## src/hw/rtl/obm_pkg.sv

```systemverilog
// Package for the single-wire bus master: tick-count width, register indexes,
// register reset values, command codes, sequencer phases and helpers.
// No dependencies.
package obm_pkg;

  // Width of all tick counters and timing registers.
  localparam int TIME_BITS = 10;

  // Width of the configuration data port and number of registers.
  localparam int CFG_W    = 10;
  localparam int NUM_REGS = 8;
  localparam int REG_IDX_W = $clog2(NUM_REGS);

  // Stream word widths: fields padded to whole bytes.
  localparam int IN_W  = 16;
  localparam int OUT_W = 16;

  typedef logic [TIME_BITS-1:0] time_t;

  // Register indexes on the configuration port.
  typedef enum logic [REG_IDX_W-1:0] {
    REG_RESET_LOW     = 3'd0,
    REG_PRESENCE_WAIT = 3'd1,
    REG_RESET_RECOV   = 3'd2,
    REG_WRITE_ONE_LOW = 3'd3,
    REG_WRITE_ZERO_LOW = 3'd4,
    REG_READ_LOW      = 3'd5,
    REG_READ_SAMPLE   = 3'd6,
    REG_SLOT_LEN      = 3'd7
  } reg_idx_t;

  // Reset values of the timing registers, in microsecond ticks.
  localparam int REG_INIT [NUM_REGS] = '{480, 70, 410, 6, 60, 6, 15, 70};

  // Command codes carried in the op field.
  typedef enum logic [1:0] {
    OP_NONE  = 2'd0,
    OP_RESET = 2'd1,
    OP_WRITE = 2'd2,
    OP_READ  = 2'd3
  } op_t;

  // Sequencer phases.
  typedef enum logic [2:0] {
    PH_IDLE,
    PH_RLOW,
    PH_RWAIT,
    PH_RREC,
    PH_SLOT
  } phase_t;

  // One result word; the last field sits lowest when packed into tdata.
  typedef struct packed {
    logic       presence;
    logic [7:0] read_data;
    logic       done_res;
    logic       busy_res;
    logic       drive_low;
  } result_t;

  // A duration or sample point of zero behaves as one tick.
  function automatic time_t at_least_one(input time_t v);
    at_least_one = (v == '0) ? time_t'(1) : v;
  endfunction

endpackage

```

## src/hw/rtl/onewire_bus_master.sv

```systemverilog
// Top level of the single-wire bus master: tick sequencer, timing registers
// and result register. Depends on obm_pkg.
//
// Each input word is one microsecond tick and produces exactly one result word.
// A word is taken on every clock in which the result register is empty or is
// being emptied, so the block runs at one tick per clock; the sequencer update
// is a single pass of logic between the state registers and the result register.
// While idle, a nonzero op starts a reset (low pulse, presence sample, recovery),
// a byte write or a byte read, least significant bit first, one bit per slot.
// Commands that arrive while busy are dropped. Timing registers may be written
// only while no command is in progress.
module onewire_bus_master (
  input  logic                             clk,
  input  logic                             rst,
  // Input stream: op [1:0], data_byte [9:2], line_level [10], zero pad above.
  input  logic                             s_tvalid,
  output logic                             s_tready,
  input  logic [obm_pkg::IN_W-1:0]         s_tdata,
  // Result stream: drive_low [0], busy_res [1], done_res [2], read_data [10:3],
  // presence [11], zero pad above.
  output logic                             m_tvalid,
  input  logic                             m_tready,
  output logic [obm_pkg::OUT_W-1:0]        m_tdata,
  // Configuration write port.
  input  logic                             cfg_we,
  input  logic [obm_pkg::REG_IDX_W-1:0]    cfg_index,
  input  logic [obm_pkg::CFG_W-1:0]        cfg_data
);

  // Timing registers.
  obm_pkg::time_t cfg_q [obm_pkg::NUM_REGS];

  // Sequencer state.
  obm_pkg::phase_t phase_q, phase_next;
  obm_pkg::time_t  cnt_q, cnt_next;
  logic [2:0]      bit_q, bit_next;
  logic [7:0]      shift_q, shift_next;
  obm_pkg::op_t    op_q, op_next;
  logic            presence_q, presence_next;
  logic [7:0]      last_read_q, last_read_next;

  // Result register.
  obm_pkg::result_t res_q, res_next;
  logic             res_valid_q;

  // Input word fields.
  obm_pkg::op_t in_op;
  logic [7:0]   in_data;
  logic         in_line;

  // State as seen after a possible command start on this tick.
  logic            start;
  obm_pkg::phase_t eff_phase;
  obm_pkg::op_t    eff_op;
  logic [7:0]      eff_shift;

  // Effective timing values and comparisons.
  obm_pkg::time_t len_rlow, len_rwait, len_rrec, len_slot;
  obm_pkg::time_t low_one, low_zero, low_read, samp_raw, samp_pt, low_time;
  logic [obm_pkg::TIME_BITS:0] cnt_inc;
  logic            phase_end;
  logic            sample_hit;
  logic [7:0]      shift_upd;
  logic            s_accept;

  assign s_accept = s_tvalid && s_tready;
  assign s_tready = !res_valid_q || m_tready;

  assign in_op   = obm_pkg::op_t'(s_tdata[1:0]);
  assign in_data = s_tdata[9:2];
  assign in_line = s_tdata[10];

  // Command start: only from idle, and it takes effect on the same tick.
  assign start     = (phase_q == obm_pkg::PH_IDLE) && (in_op != obm_pkg::OP_NONE);
  assign eff_op    = start ? in_op : op_q;
  assign eff_phase = !start ? phase_q :
                     (in_op == obm_pkg::OP_RESET) ? obm_pkg::PH_RLOW : obm_pkg::PH_SLOT;
  assign eff_shift = !start ? shift_q :
                     (in_op == obm_pkg::OP_WRITE) ? in_data : 8'd0;
  // A fresh command always begins at tick zero of bit zero.

  // Durations with the zero-acts-as-one rule applied.
  assign len_rlow  = obm_pkg::at_least_one(cfg_q[obm_pkg::REG_RESET_LOW]);
  assign len_rwait = obm_pkg::at_least_one(cfg_q[obm_pkg::REG_PRESENCE_WAIT]);
  assign len_rrec  = obm_pkg::at_least_one(cfg_q[obm_pkg::REG_RESET_RECOV]);
  assign len_slot  = obm_pkg::at_least_one(cfg_q[obm_pkg::REG_SLOT_LEN]);
  assign low_one   = obm_pkg::at_least_one(cfg_q[obm_pkg::REG_WRITE_ONE_LOW]);
  assign low_zero  = obm_pkg::at_least_one(cfg_q[obm_pkg::REG_WRITE_ZERO_LOW]);
  assign low_read  = obm_pkg::at_least_one(cfg_q[obm_pkg::REG_READ_LOW]);
  assign samp_raw  = obm_pkg::at_least_one(cfg_q[obm_pkg::REG_READ_SAMPLE]);
  // A sample point past the slot is clamped to the last slot tick.
  assign samp_pt   = (samp_raw > len_slot - obm_pkg::time_t'(1)) ?
                     len_slot - obm_pkg::time_t'(1) : samp_raw;

  logic [2:0]     eff_bit;
  obm_pkg::time_t eff_cnt;
  assign eff_bit = start ? 3'd0 : bit_q;
  assign eff_cnt = start ? '0 : cnt_q;

  assign low_time = (eff_op == obm_pkg::OP_READ) ? low_read :
                    eff_shift[eff_bit] ? low_one : low_zero;

  assign cnt_inc    = {1'b0, eff_cnt} + {{obm_pkg::TIME_BITS{1'b0}}, 1'b1};
  assign sample_hit = (eff_phase == obm_pkg::PH_SLOT) && (eff_op == obm_pkg::OP_READ) &&
                      (eff_cnt == samp_pt);
  assign shift_upd  = sample_hit ? (eff_shift | (8'(in_line) << eff_bit)) : eff_shift;

  // End of the current phase or slot on this tick.
  always_comb begin
    case (eff_phase)
      obm_pkg::PH_RLOW:  phase_end = cnt_inc >= {1'b0, len_rlow};
      obm_pkg::PH_RWAIT: phase_end = cnt_inc >= {1'b0, len_rwait};
      obm_pkg::PH_RREC:  phase_end = cnt_inc >= {1'b0, len_rrec};
      obm_pkg::PH_SLOT:  phase_end = cnt_inc >= {1'b0, len_slot};
      default:           phase_end = 1'b0;
    endcase
  end

  // Next-state logic.
  always_comb begin
    phase_next     = eff_phase;
    cnt_next       = phase_end ? '0 : cnt_inc[obm_pkg::TIME_BITS-1:0];
    bit_next       = eff_bit;
    shift_next     = shift_upd;
    op_next        = eff_op;
    presence_next  = presence_q;
    last_read_next = last_read_q;
    case (eff_phase)
      obm_pkg::PH_IDLE: begin
        cnt_next   = '0;
      end
      obm_pkg::PH_RLOW: begin
        if (phase_end) phase_next = obm_pkg::PH_RWAIT;
      end
      obm_pkg::PH_RWAIT: begin
        if (phase_end) phase_next = obm_pkg::PH_RREC;
      end
      obm_pkg::PH_RREC: begin
        if (eff_cnt == '0) presence_next = !in_line;
        if (phase_end) phase_next = obm_pkg::PH_IDLE;
      end
      obm_pkg::PH_SLOT: begin
        if (phase_end) begin
          if (eff_bit == 3'd7) begin
            if (eff_op == obm_pkg::OP_READ) last_read_next = shift_upd;
            phase_next = obm_pkg::PH_IDLE;
            bit_next   = 3'd0;
          end else begin
            bit_next = eff_bit + 3'd1;
          end
        end
      end
      default: begin
        phase_next = obm_pkg::PH_IDLE;
        cnt_next   = '0;
      end
    endcase
  end

  // Output logic for the result word of this tick.
  always_comb begin
    res_next.drive_low = 1'b0;
    res_next.busy_res  = 1'b0;
    res_next.done_res  = 1'b0;
    case (eff_phase)
      obm_pkg::PH_IDLE: begin
        res_next.busy_res = 1'b0;
      end
      obm_pkg::PH_RLOW: begin
        res_next.busy_res  = 1'b1;
        res_next.drive_low = 1'b1;
      end
      obm_pkg::PH_RWAIT: begin
        res_next.busy_res = 1'b1;
      end
      obm_pkg::PH_RREC: begin
        res_next.busy_res = 1'b1;
        res_next.done_res = phase_end;
      end
      obm_pkg::PH_SLOT: begin
        res_next.busy_res  = 1'b1;
        res_next.drive_low = eff_cnt < low_time;
        res_next.done_res  = phase_end && (eff_bit == 3'd7);
      end
      default: begin
        res_next.busy_res = 1'b0;
      end
    endcase
    res_next.read_data = last_read_next;
    res_next.presence  = presence_next;
  end

  // Timing registers: reset values, then written from the configuration port.
  always_ff @(posedge clk) begin
    if (rst) begin
      for (int i = 0; i < obm_pkg::NUM_REGS; i++) begin
        cfg_q[i] <= obm_pkg::time_t'(obm_pkg::REG_INIT[i]);
      end
    end else if (cfg_we) begin
      cfg_q[cfg_index] <= obm_pkg::time_t'(cfg_data);
    end
  end

  // Sequencer state advances once per accepted word.
  always_ff @(posedge clk) begin
    if (rst) begin
      phase_q     <= obm_pkg::PH_IDLE;
      cnt_q       <= '0;
      bit_q       <= 3'd0;
      shift_q     <= 8'd0;
      op_q        <= obm_pkg::OP_NONE;
      presence_q  <= 1'b0;
      last_read_q <= 8'd0;
    end else if (s_accept) begin
      phase_q     <= phase_next;
      cnt_q       <= cnt_next;
      bit_q       <= bit_next;
      shift_q     <= shift_next;
      op_q        <= op_next;
      presence_q  <= presence_next;
      last_read_q <= last_read_next;
    end
  end

  // Result register: loaded with each accepted word, emptied when taken.
  always_ff @(posedge clk) begin
    if (rst) begin
      res_valid_q <= 1'b0;
    end else if (s_accept) begin
      res_valid_q <= 1'b1;
    end else if (m_tready) begin
      res_valid_q <= 1'b0;
    end
  end

  always_ff @(posedge clk) begin
    if (s_accept) begin
      res_q <= res_next;
    end
  end

  assign m_tvalid = res_valid_q;
  assign m_tdata  = {{(obm_pkg::OUT_W - $bits(obm_pkg::result_t)){1'b0}}, res_q};

`ifndef ASSERT_OFF
  // The bit index only moves inside a byte transfer.
  a_bit_idle: assert property (@(posedge clk) disable iff (rst)
    (phase_q != obm_pkg::PH_SLOT) |-> (bit_q == 3'd0))
    else $error("bit index nonzero outside a slot");

  // Without an accepted word the sequencer holds still.
  a_hold: assert property (@(posedge clk) disable iff (rst)
    !s_accept |=> ($stable(phase_q) && $stable(cnt_q) && $stable(bit_q)))
    else $error("sequencer moved without an accepted word");

  // A completing tick leaves the sequencer idle.
  a_done_idle: assert property (@(posedge clk) disable iff (rst)
    (s_accept && res_next.done_res) |=> (phase_q == obm_pkg::PH_IDLE))
    else $error("command completed but sequencer not idle");

  // A tick taken during a command reports busy.
  a_busy: assert property (@(posedge clk) disable iff (rst)
    (s_accept && phase_q != obm_pkg::PH_IDLE) |=> (m_tvalid && res_q.busy_res))
    else $error("tick during a command not reported busy");
`endif

endmodule

```

## config.mk

```make
export PLATFORM = sky130hd
export DESIGN_NAME = onewire_bus_master
export DESIGN_NICKNAME = d
export VERILOG_FILES = /design/src/hw/rtl/obm_pkg.sv /design/src/hw/rtl/onewire_bus_master.sv
export SDC_FILE = /design/constraint.sdc
export NUM_CORES = 1
export LEC_CHECK = 0
export ABC_AREA = 1
export BUFFER_PORTS_ARGS = -buffer_cell sky130_fd_sc_hd__clkbuf_2
export CAP_MARGIN = 0
export CELL_PAD_IN_SITES_DETAIL_PLACEMENT = 0
export CELL_PAD_IN_SITES_GLOBAL_PLACEMENT = 1
export CORE_MARGIN = 10
export CORE_UTILIZATION = 40
export CTS_CLUSTER_SIZE = 28
export DETAILED_ROUTE_END_ITERATION = 8
export PLACE_DENSITY = 0.82
export SYNTH_ARGS = -nofsm -noshare
export SYNTH_HDL_FRONTEND = slang
export SYNTH_SLANG_ARGS = --single-unit
```

## constraint.sdc

```tcl
create_clock -name clk -period 4.85 [get_ports clk]
set_input_delay 0.485 -clock clk [delete_from_list [all_inputs] [get_ports clk]]
set_output_delay 0.485 -clock clk [all_outputs]
set_load 0.005 [all_outputs]
```

==> results.ini, run 1 <==
[synth]
yosysTopAreaCell = edfxtp_1
ys_seq_elements = 128
synth-edff-count = 92
ys_warn_count = 0
yosys-top-cells-area = edfxtp_1 (34%), nand2_1 (12%), ha_1 (9.7%)
async_flop_share = 0
syn_avg_cell_area_um2 = 7.89
synth_most_common_cell = nand2_1
ys_seq_area_frac = 0.423
synth_area_um2 = 8240
synth-main-ff-cell = edfxtp_1
synth_top_area_frac = 0.335
netlist_instances = 1044
yosysUniqueCellTypes = 44
synth_commonest_cells = nand2_1 (272), inv_1 (159), nor2_1 (116), edfxtp_1 (92), nand3_1 (77)

[clocking]
cts_made_buffers = 17
cts_tree = yes
cts.reportedPaths.clkPinSlew_ps = 70
cts_root_buffer = clkbuf_16
ctsLongestPathBuffers = 2
cts_hold_buf = 0
cts-resized-gates = 0
clock_sinks = 128
clk_latency_ps = 430
cts_setup_buffers = 0
htree_levels = 4

[routing]
post-route-drc-count = 0
detail-route-antenna-nets = 0
totalWireLength_mm = 20.3
wl_per_cell_um = 14.8
drt_iter0_markers = 385
via_per_inst = 4.84
num_vias = 6620
first_pass_iters = 5

[floorplan]
start_util = 0.407
rows = 52
die_x_um = 164
ios = 52
coreArea_um2 = 20200
die_h_um = 164
dieArea_um2 = 26700

[hold_path]
hp-class = in -> reg

[timing]
period_minus_slack_ps = 4090
max_freq_mhz = 245
fin_crit_sh = 0.843
hold_viol = 0
worstMarginPinSlew_ps = 778
clock_skew_ps = 8.71
slew_viol_final = 0
rsz0062_at_grt = false
setup_tns_ps = 0
setup_viol_count_final = 0
slew_headroom = 0.480

[power_and_ir_drop]
ir_worst_vdd_mv = 0.232
leakagePower_uw = 0.00453
power_density_nw_per_um2 = 318

[setup_path]
required_ps = 5150
path_class = reg -> reg
cpMostUsedCell = nand2_1
critical_path.endpoint_type = register
cpMaxStageDelayCell = edfxtp_1
crit_path_start_kind = register
worstPathArrival_ps = 4390
path_max_fanout = 16
slowest_delay_ps = 430

[global_route]
grt_pass1_vias = 6151
grt_start_max_net_pins = 50
grt_pass1_wl_mm = 32.1
track_usage = 0.154
antenna_found_initial = 0
grt-ovfl-total = 0

[layout]
seq_area_um2 = 3480
n_antenna_cell = 0
fillers = 2029
fin_area_um2 = 9260
instances_no_fill = 1367
drive_gt1_frac = 0.117
nNetsFinal = 1183
multiInputGateArea_um2 = 3990
syn_to_final_growth_pct = 12.4

[placement]
portBuffers = 42
dp.cells = 1336
gp_congestion = 0.906
dp_hpwl_mm = 15.1
placed_area_um2 = 8690

[outcome]
status = completed

[flow_run]
cap_violations = 0

## metrics by stage
step,setup slack [ps],total power (uW),hold WS [ps],utilization
after CTS,757,2970,349,0.458
final,760,2950,366,0.458
after floorplan,1040,1600,445,-
after detailed placement,508,1710,460,0.430
after global routing,251,3090,395,0.458
after global placement,506,1700,457,0.430
## layer usage
layer | global-route usage | up-vias | routed length (um) | share of wire
met5 | 0 | - | 0 | 0
met4 | 0.0390 | 0 | 235 | 0.012
met3 | 0.0378 | 21 | 826 | 0.041
met2 | 0.248 | 153 | 9560 | 0.47
met1 | 0.201 | 2965 | 9660 | 0.48
li1 | - | 3481 | - | -
## critical path: cells and delay by family (launching register included)
kind / cells / cell delay [ps]
AND/OR/NAND/NOR: 23 / 2800
adder cells (fa/ha/maj): 2 / 580
flip-flops: 1 / 430
buffers and inverters: 2 / 150
## power breakdown
| part | total (uW) | switching [uW] | internal, uW |
|---|---|---|---|
| clock network | 1260 | 543 | 721 |
| registers | 1280 | 40.5 | 1240 |
| logic | 400 | 272 | 128 |
## kinds of logic (layout without fill, tap and decap cells)
logic type | after synthesis | count (layout) | synth area share
AOI/OAI and AO/OA | 116 | 116 | 0.0850
xor gates and xnor gates | 12 | 12 | 0.0128
adders and majority gates | 64 | 64 | 0.0972
buffers and inverters | 196 | 246 | 0.0947
DFF | 128 | 128 | 0.423
muxes | 4 | 4 | 0.00486
other | 1 | 4 | 0.000455
and+or+nand+nor | 523 | 523 | 0.282
## final timing paths
| check | from | to | slack, ps | cells past startpoint |
|---|---|---|---|---|
| max reg2reg | cfg_q[7][3]$_SDFFCE_PN0P_ | m_tdata[3]$_DFFE_PP_ | 760 | 27 |
| min | m_tready | m_tvalid$_SDFFE_PP0P_ | 370 | 4 |
| max | cfg_q[7][3]$_SDFFCE_PN0P_ | m_tdata[3]$_DFFE_PP_ | 760 | 27 |
| min reg2reg | cnt_q[9]$_SDFFE_PP0P_ | cnt_q[9]$_SDFFE_PP0P_ | 470 | 2 |
## layout make-up
type,count,area share
clock buffers,17,0.0459
well taps,270,0.0365
flip-flops and latches,128,0.376
clock inverters,14,0.0159
multi-input cells,723,0.430
inverters,167,0.0677
repair buffers,48,0.0276
## state kept, by name (all words and copies together), names as in the netlist
register and cells:
m_tdata 12, m_tvalid 1, phase_q 3, op_q 2
presence_q 1, last_read_q 8, cnt_q 10, shift_q 8
cfg_q 80, bit_q 3
## placed cells by master (no fill, tap or decap), drive strengths merged, types with 4 or more instances in the layout
cell,instances
nand2,284
inv,171
nor2,126
edfxtp,92
nand3,83
ha,64
clkbuf,59
a21oi,49
dfxtp,36
o21ai,35
nor4,14
o211ai,12
xor2,11
a21o,7
nand4,7
nor3,7
buf,6
clkinv,6
mux2i,4
conb,4
Power figures use the tool's default switching activity.
==> run 2, diff against run 1 <==
--- a/config.mk
+++ b/config.mk
@@ -5,7 +5,7 @@
 export SDC_FILE = /design/constraint.sdc
 export NUM_CORES = 1
 export LEC_CHECK = 0
-export ABC_AREA = 1
+export ABC_AREA = 0
 export BUFFER_PORTS_ARGS = -buffer_cell sky130_fd_sc_hd__clkbuf_2
 export CAP_MARGIN = 0
 export CELL_PAD_IN_SITES_DETAIL_PLACEMENT = 0
@@ -14,7 +14,7 @@
 export CORE_UTILIZATION = 40
 export CTS_CLUSTER_SIZE = 28
 export DETAILED_ROUTE_END_ITERATION = 8
-export PLACE_DENSITY = 0.82
+export PLACE_DENSITY = 0.79
 export SYNTH_ARGS = -nofsm -noshare
 export SYNTH_HDL_FRONTEND = slang
 export SYNTH_SLANG_ARGS = --single-unit
==> constraint.sdc (replaced) <==
create_clock -name clk -period 4.03 [get_ports clk]
set_input_delay 0.403 -clock clk [delete_from_list [all_inputs] [get_ports clk]]
set_output_delay 0.403 -clock clk [all_outputs]
set_load 0.005 [all_outputs]
==> results.ini, run 2 <==
[layout]
fillers = 1832  ; -9.7%
instances_no_fill = 1206  ; -12%
largest_reg_flops = 80  ; unchanged
regMostFlops = cfg_q
drive_gt1_frac = 0.276  ; +0.160
syn_to_final_growth_pct = 24.5
nNetsFinal = 1027  ; -13%
final_cell_mix = buf_4 (97), edfxtp_1 (92), ha_1 (61), and2_1 (57), a21oi_1 (56)
layout_commonest_cell = buf_4
final_core_util = 0.512  ; +0.0543
n_antenna_cell = 0  ; unchanged

[routing]
via_per_inst = 5.43  ; +12%
first_pass_iters = 5  ; unchanged
detail-route-antenna-nets = 0  ; unchanged
drt_iter0_markers = 415  ; +7.8%
num_vias = 6544  ; -1.1%
post-route-drc-count = 0  ; unchanged
wl_per_cell_um = 18.2  ; +22%
totalWireLength_mm = 21.9  ; +8.0%

[synth]
synth_most_common_cell = edfxtp_1
netlist_instances = 809  ; -23%
async_flop_share = 0  ; unchanged
synth-main-ff-cell = edfxtp_1
synth_area_um2 = 8090  ; -1.9%
yosysTopAreaCell = edfxtp_1
synth-edff-count = 92  ; unchanged
ys_seq_elements = 128  ; unchanged
ys_seq_area_frac = 0.431  ; +0.00804
syn_avg_cell_area_um2 = 10.0  ; +27%
yosysUniqueCellTypes = 75  ; +70%
yosys-top-cells-area = edfxtp_1 (34%), ha_1 (9.9%), dfxtp_1 (8.9%)
synth_commonest_cells = edfxtp_1 (92), ha_1 (64), a21oi_1 (62), and2_1 (58), inv_1 (55)
ys_warn_count = 0  ; unchanged
synth_top_area_frac = 0.342  ; +0.00638

[global_route]
track_usage = 0.167  ; +0.0134
antenna_found_initial = 0  ; unchanged
grt_start_max_net_pins = 46  ; -8.0%
grt_pass1_wl_mm = 34.4  ; +7.1%
grt_pass1_vias = 6389  ; +3.9%
grt-ovfl-total = 0  ; unchanged

[clocking]
cts_hold_buf = 0  ; unchanged
htree_levels = 4  ; unchanged
cts_made_buffers = 17  ; unchanged
cts_tree = yes
cts.reportedPaths.clkPinSlew_ps = 60  ; about the same
clk_latency_ps = 430  ; about the same
clock_sinks = 128  ; unchanged
ctsLongestPathBuffers = 2  ; unchanged
cts_root_buffer = clkbuf_16

[floorplan]
ios = 52  ; unchanged
die_x_um = 162  ; -0.82%
rows = 51  ; -1.9%
coreArea_um2 = 19700  ; -2.9%
dieArea_um2 = 26300  ; -1.6%
start_util = 0.411  ; +0.00420
die_h_um = 162  ; -0.82%

[timing]
slew_headroom = 0.514  ; +0.0343
slew_viol_final = 0  ; unchanged
period_minus_slack_ps = 3910  ; -177 ps
setup_ws_ps = 118  ; -643 ps
holdWs_ps = 201  ; -164 ps
fin_crit_sh = 0.971  ; +0.128
rsz0062_at_grt = true
clock_skew_ps = 11.2  ; +2.52 ps
setup_viol_count_final = 0  ; unchanged
worstMarginPinSlew_ps = 721  ; -57.2 ps
max_freq_mhz = 256  ; +4.5%
hold_viol = 0  ; unchanged

[power_and_ir_drop]
ir_worst_vdd_mv = 0.394  ; +70%
power.switching_uw = 953  ; +11%
power_density_nw_per_um2 = 354  ; +11%
p_clk_frac = 0.440  ; +0.011
combPwrFrac = 0.130  ; -0.006
leakagePower_uw = 0.00424  ; -6.5%
sw_frac_of_total = 0.268  ; -0.0225
sequentialPowerShare = 0.430  ; -0.005
p_int_uw = 2610  ; +25%

[outcome]
status = completed

[placement]
dp.cells = 1171  ; -12%
gp_congestion = 0.904  ; -0.22%
portBuffers = 42  ; unchanged
dp_hpwl_mm = 16.0  ; +6.5%
pre_cts_slack_ps = -127  ; -635 ps

[flow_run]
cap_violations = 0  ; unchanged

[setup_path]
critical_path.endpoint_type = register
path_class = reg -> reg
worstPathArrival_ps = 4090  ; -300 ps
crit_path_start_kind = register
required_ps = 4200  ; -950 ps
path_max_fanout = 8  ; -8

[hold_path]
hp-class = in -> reg

-- run 2: cell count changes after synthesis, sizes merged, moves of 14 or more --
cell    previous run  this run
a211oi             1        29
and2               0        58
or3                0        25
nand2            284        42
nand2b             0        16
a21oi             49        63
nand3             83        11
inv              164        55
nor2             126        44
-- run 2: kinds of logic (layout without fill, tap and decap cells) --
logic type | after synthesis | in the layout | share of synthesized area
DFF | 128 | 128 | 0.431
adders and majority gates | 64 | 64 | 0.0990
buffers and inverters | 99 | 228 | 0.0487
muxes | 22 | 22 | 0.0302
and+or+nand+nor | 286 | 286 | 0.199
AOI/OAI and AO/OA | 187 | 187 | 0.164
other | 1 | 4 | 0.000464
xor gates and xnor gates | 22 | 22 | 0.0272
-- run 2: timing repair --
| action | 4_1_cts | 5_1_grt |
|---|---|---|
| gates resized for setup | 2 | 53 |
| pin swaps | 1 | 36 |
| buffers inserted | 0 | 6 |
| setup endpoints to repair | 9 | 37 |
-- run 2: final timing paths --
kind / slack (ps) / startpoint / depth (start not counted) / end
max reg2reg: 120 / cfg_q[7][6]$_SDFFCE_PN1P_ / 14 / m_tdata[3]$_DFFE_PP_
min reg2reg: 460 / presence_q$_SDFFE_PP0P_ / 2 / presence_q$_SDFFE_PP0P_
min: 200 / s_tvalid / 3 / m_tvalid$_SDFFE_PP0P_
max: 120 / cfg_q[7][6]$_SDFFCE_PN1P_ / 14 / m_tdata[3]$_DFFE_PP_
-- run 2: power by group through the flow --
stage                     clock network (uW)  registers, uW  logic, uW
after detailed placement                   0           1550        424
final                                   1570           1530        463
after floorplan                            0           1540        264
after global placement                     0           1550        420
after CTS                               1580           1530        429
after global routing                    1640           1540        515
-- run 2: area by class of cell --
class | count | area, um2 | share of cell area
Timing Repair Buffer | 141 | 961 | 0.0955
Inverter | 56 | 210 | 0.0209
Clock buffer | 17 | 425 | 0.0423
Multi-Input combinational cell | 585 | 4480 | 0.446
Tap cell | 265 | 332 | 0.0329
Sequential cell | 128 | 3480 | 0.346
Clock inverter | 14 | 168 | 0.0167
-- run 2: routing by layer --
metal  vias up  wire length [um]  GRT usage
met1      3091             10300      0.223
li1       3223                 -          -
met4         0               348     0.0476
met3        26              1310     0.0367
met2       204              9970      0.265
met5         -                 0          0
-- run 2: stage by stage --
step	setup TNS (ps)	total power (uW)	instance area, um2
after floorplan	0	1800	8130
after global routing	-253	3690	10100
final	0	3560	10100
after detailed placement	-1770	1980	9200
after global placement	-820	1970	9200
after CTS	0	3530	9800
-- run 2: worst max-delay path, stage by stage (launching register included) --
cell	delay, ps
edfxtp_1	440
nor4_4	340
a31oi_2	160
ha_2	240
nor3b_1	150
xnor2_1	240
ha_1	280
nand4_1	160
a211oi_2	70
a2111oi_4	430
nor2b_4	130
mux2_4	340
o21ai_4	270
o41a_1	330
a21oi_1	90
==> run 3, diff against run 2 <==
--- a/config.mk
+++ b/config.mk
@@ -10,6 +10,7 @@
 export CAP_MARGIN = 0
 export CELL_PAD_IN_SITES_DETAIL_PLACEMENT = 0
 export CELL_PAD_IN_SITES_GLOBAL_PLACEMENT = 1
+export CORE_ASPECT_RATIO = 2
 export CORE_MARGIN = 10
 export CORE_UTILIZATION = 40
 export CTS_CLUSTER_SIZE = 28
==> results.ini, run 3 (same netlist as run 2, synthesis figures left out) <==
[outcome]
status = completed

[power_and_ir_drop]
finalPower_uw = 3590  ; +0.71%
power_density_nw_per_um2 = 349  ; -1.3%
ir_worst_vdd_mv = 0.424  ; +7.7%
leakagePower_uw = 0.00432  ; +2.1%

[floorplan]
start_util = 0.406  ; -0.00533
ios = 52  ; unchanged
die_x_um = 121  ; -26%
coreArea_um2 = 19900  ; +1.3%
die_h_um = 221  ; +36%
dieArea_um2 = 26600  ; +1.3%
rows = 73  ; +43%

[timing]
period_minus_slack_ps = 3960  ; +51.3 ps
worstMarginPinSlew_ps = 876  ; +155 ps
slew_headroom = 0.412  ; -0.102
rsz0062_at_grt = true
fin_crit_sh = 0.983  ; +0.0127
max_freq_mhz = 252  ; -1.3%
setup_viol_count_final = 0  ; unchanged
hold_viol = 0  ; unchanged
slew_viol_final = 0  ; unchanged
clock_skew_ps = 7.14  ; -4.10 ps

[placement]
gp_congestion = 0.951  ; +5.1%
dp_hpwl_mm = 18.7  ; +16%
placed_area_um2 = 9220  ; +0.18%
portBuffers = 42  ; unchanged
dp.cells = 1169  ; -0.17%

[setup_path]
critical_path.endpoint_type = register
worstPathArrival_ps = 4310  ; +220 ps
path_max_fanout = 8  ; unchanged
path_class = reg -> reg
crit_path_start_kind = register
required_ps = 4380  ; +180 ps

[layout]
largest_reg_flops = 80  ; unchanged
syn_to_final_growth_pct = 27.0
multiInputGateArea_um2 = 4600  ; +2.6%
regMostFlops = cfg_q
instances_no_fill = 1213  ; +0.58%
n_antenna_cell = 0  ; unchanged
seq_area_um2 = 3480  ; unchanged
final_core_util = 0.516  ; +0.00355
nNetsFinal = 1036  ; +0.88%
drive_gt1_frac = 0.292  ; +0.0160
layout_commonest_cell = buf_4
fillers = 1833  ; +0.055%
final_cell_mix = buf_4 (99), edfxtp_1 (92), ha_1 (60), and2_1 (58), a21oi_1 (54)
fin_area_um2 = 10300  ; +2.0%

[clocking]
ctsLongestPathBuffers = 2  ; unchanged
cts_root_buffer = clkbuf_16
clock_sinks = 128  ; unchanged
cts.reportedPaths.clkPinSlew_ps = 60  ; about the same
clk_latency_ps = 430  ; about the same
cts_tree = yes
cts_made_buffers = 17  ; unchanged
cts_hold_buf = 0  ; unchanged
htree_levels = 4  ; unchanged

[routing]
totalWireLength_mm = 24.2  ; +11%
post-route-drc-count = 0  ; unchanged
via_per_inst = 5.60  ; +3.3%
num_vias = 6796  ; +3.9%
first_pass_iters = 5  ; unchanged
wl_per_cell_um = 20.0  ; +10%
detail-route-antenna-nets = 0  ; unchanged
drt_iter0_markers = 347  ; -16%

[global_route]
grt-ovfl-total = 0  ; unchanged
track_usage = 0.181  ; +0.0141
antenna_found_initial = 0  ; unchanged
grt_pass1_wl_mm = 37.4  ; +8.6%
grt_start_max_net_pins = 46  ; unchanged
grt_pass1_vias = 6916  ; +8.2%

[hold_path]
hp-class = in -> reg

[flow_run]
cap_violations = 0  ; unchanged

[run 3: cell count changes in the layout (fill, tap and decap cells not counted), sizes merged]
| cell | change |
|---|---|
| inv | -3 |
| clkinv | +2 |
| buf | +9 |
| clkbuf | +2 |
[run 3: where the power goes]
group	internal, uW	total, uW	switching (uW)
sequential	1480	1520	43.6
combinational	213	501	288
clock	924	1560	636
total	2620	3590	967
[run 3: layer usage]
metal	vias to the layer above	part of all wire	GRT usage
li1	3244	-	-
met1	3280	0.34	0.161
met2	180	0.56	0.344
met3	92	0.032	0.0291
met4	0	0.069	0.140
met5	-	0	0
[run 3: metrics by stage]
stage                     setup slack (ps)  hold slack (ps)  setup TNS, ps
after floorplan                       2.47              436              0
after global placement                -194              443          -3010
after detailed placement              -313              450          -6300
after CTS                            -9.35              188          -9.35
after global routing                  -133              223          -1470
final                                 66.7              197              0
[run 3: cell type report]
class | count | area share
inverters | 56 | 0.0205
flip-flops and latches | 128 | 0.339
multi-input cells | 585 | 0.448
clock buffers | 19 | 0.0422
repair buffers | 150 | 0.103
well taps | 262 | 0.0319
clock inverters | 13 | 0.0149
[run 3: worst paths after layout]
kind | startpoint | endpoint | slack (ps) | cells after the start
hold reg to reg | presence_q$_SDFFE_PP0P_ | presence_q$_SDFFE_PP0P_ | 450 | 2
setup reg to reg | cfg_q[7][3]$_SDFFCE_PN0P_ | last_read_q[5]$_SDFFE_PP0P_ | 70 | 16
hold / removal | s_tvalid | m_tvalid$_SDFFE_PP0P_ | 200 | 3
setup / recovery | cfg_q[7][3]$_SDFFCE_PN0P_ | last_read_q[5]$_SDFFE_PP0P_ | 70 | 16
[run 3: critical path, cell delays in order (launching register included)]
cell and delay, ps:
edfxtp_1 400, buf_6 140, nor4_4 300, a31oi_2 170, ha_2 230, and4_4 190
xnor2_1 120, ha_1 310, nand4_1 170, a211oi_4 290, a2111oi_4 90, nor2b_4 220
buf_6 130, mux2i_4 230, o21ai_4 130, o41a_1 500, a211oi_1 250
[run 3: what timing repair did]
action | in CTS | in global routing
setup endpoints to repair | 26 | 36
pin swaps | 14 | 36
gates cloned | 0 | 1
setup buffers | 7 | 8
resized for setup | 18 | 59
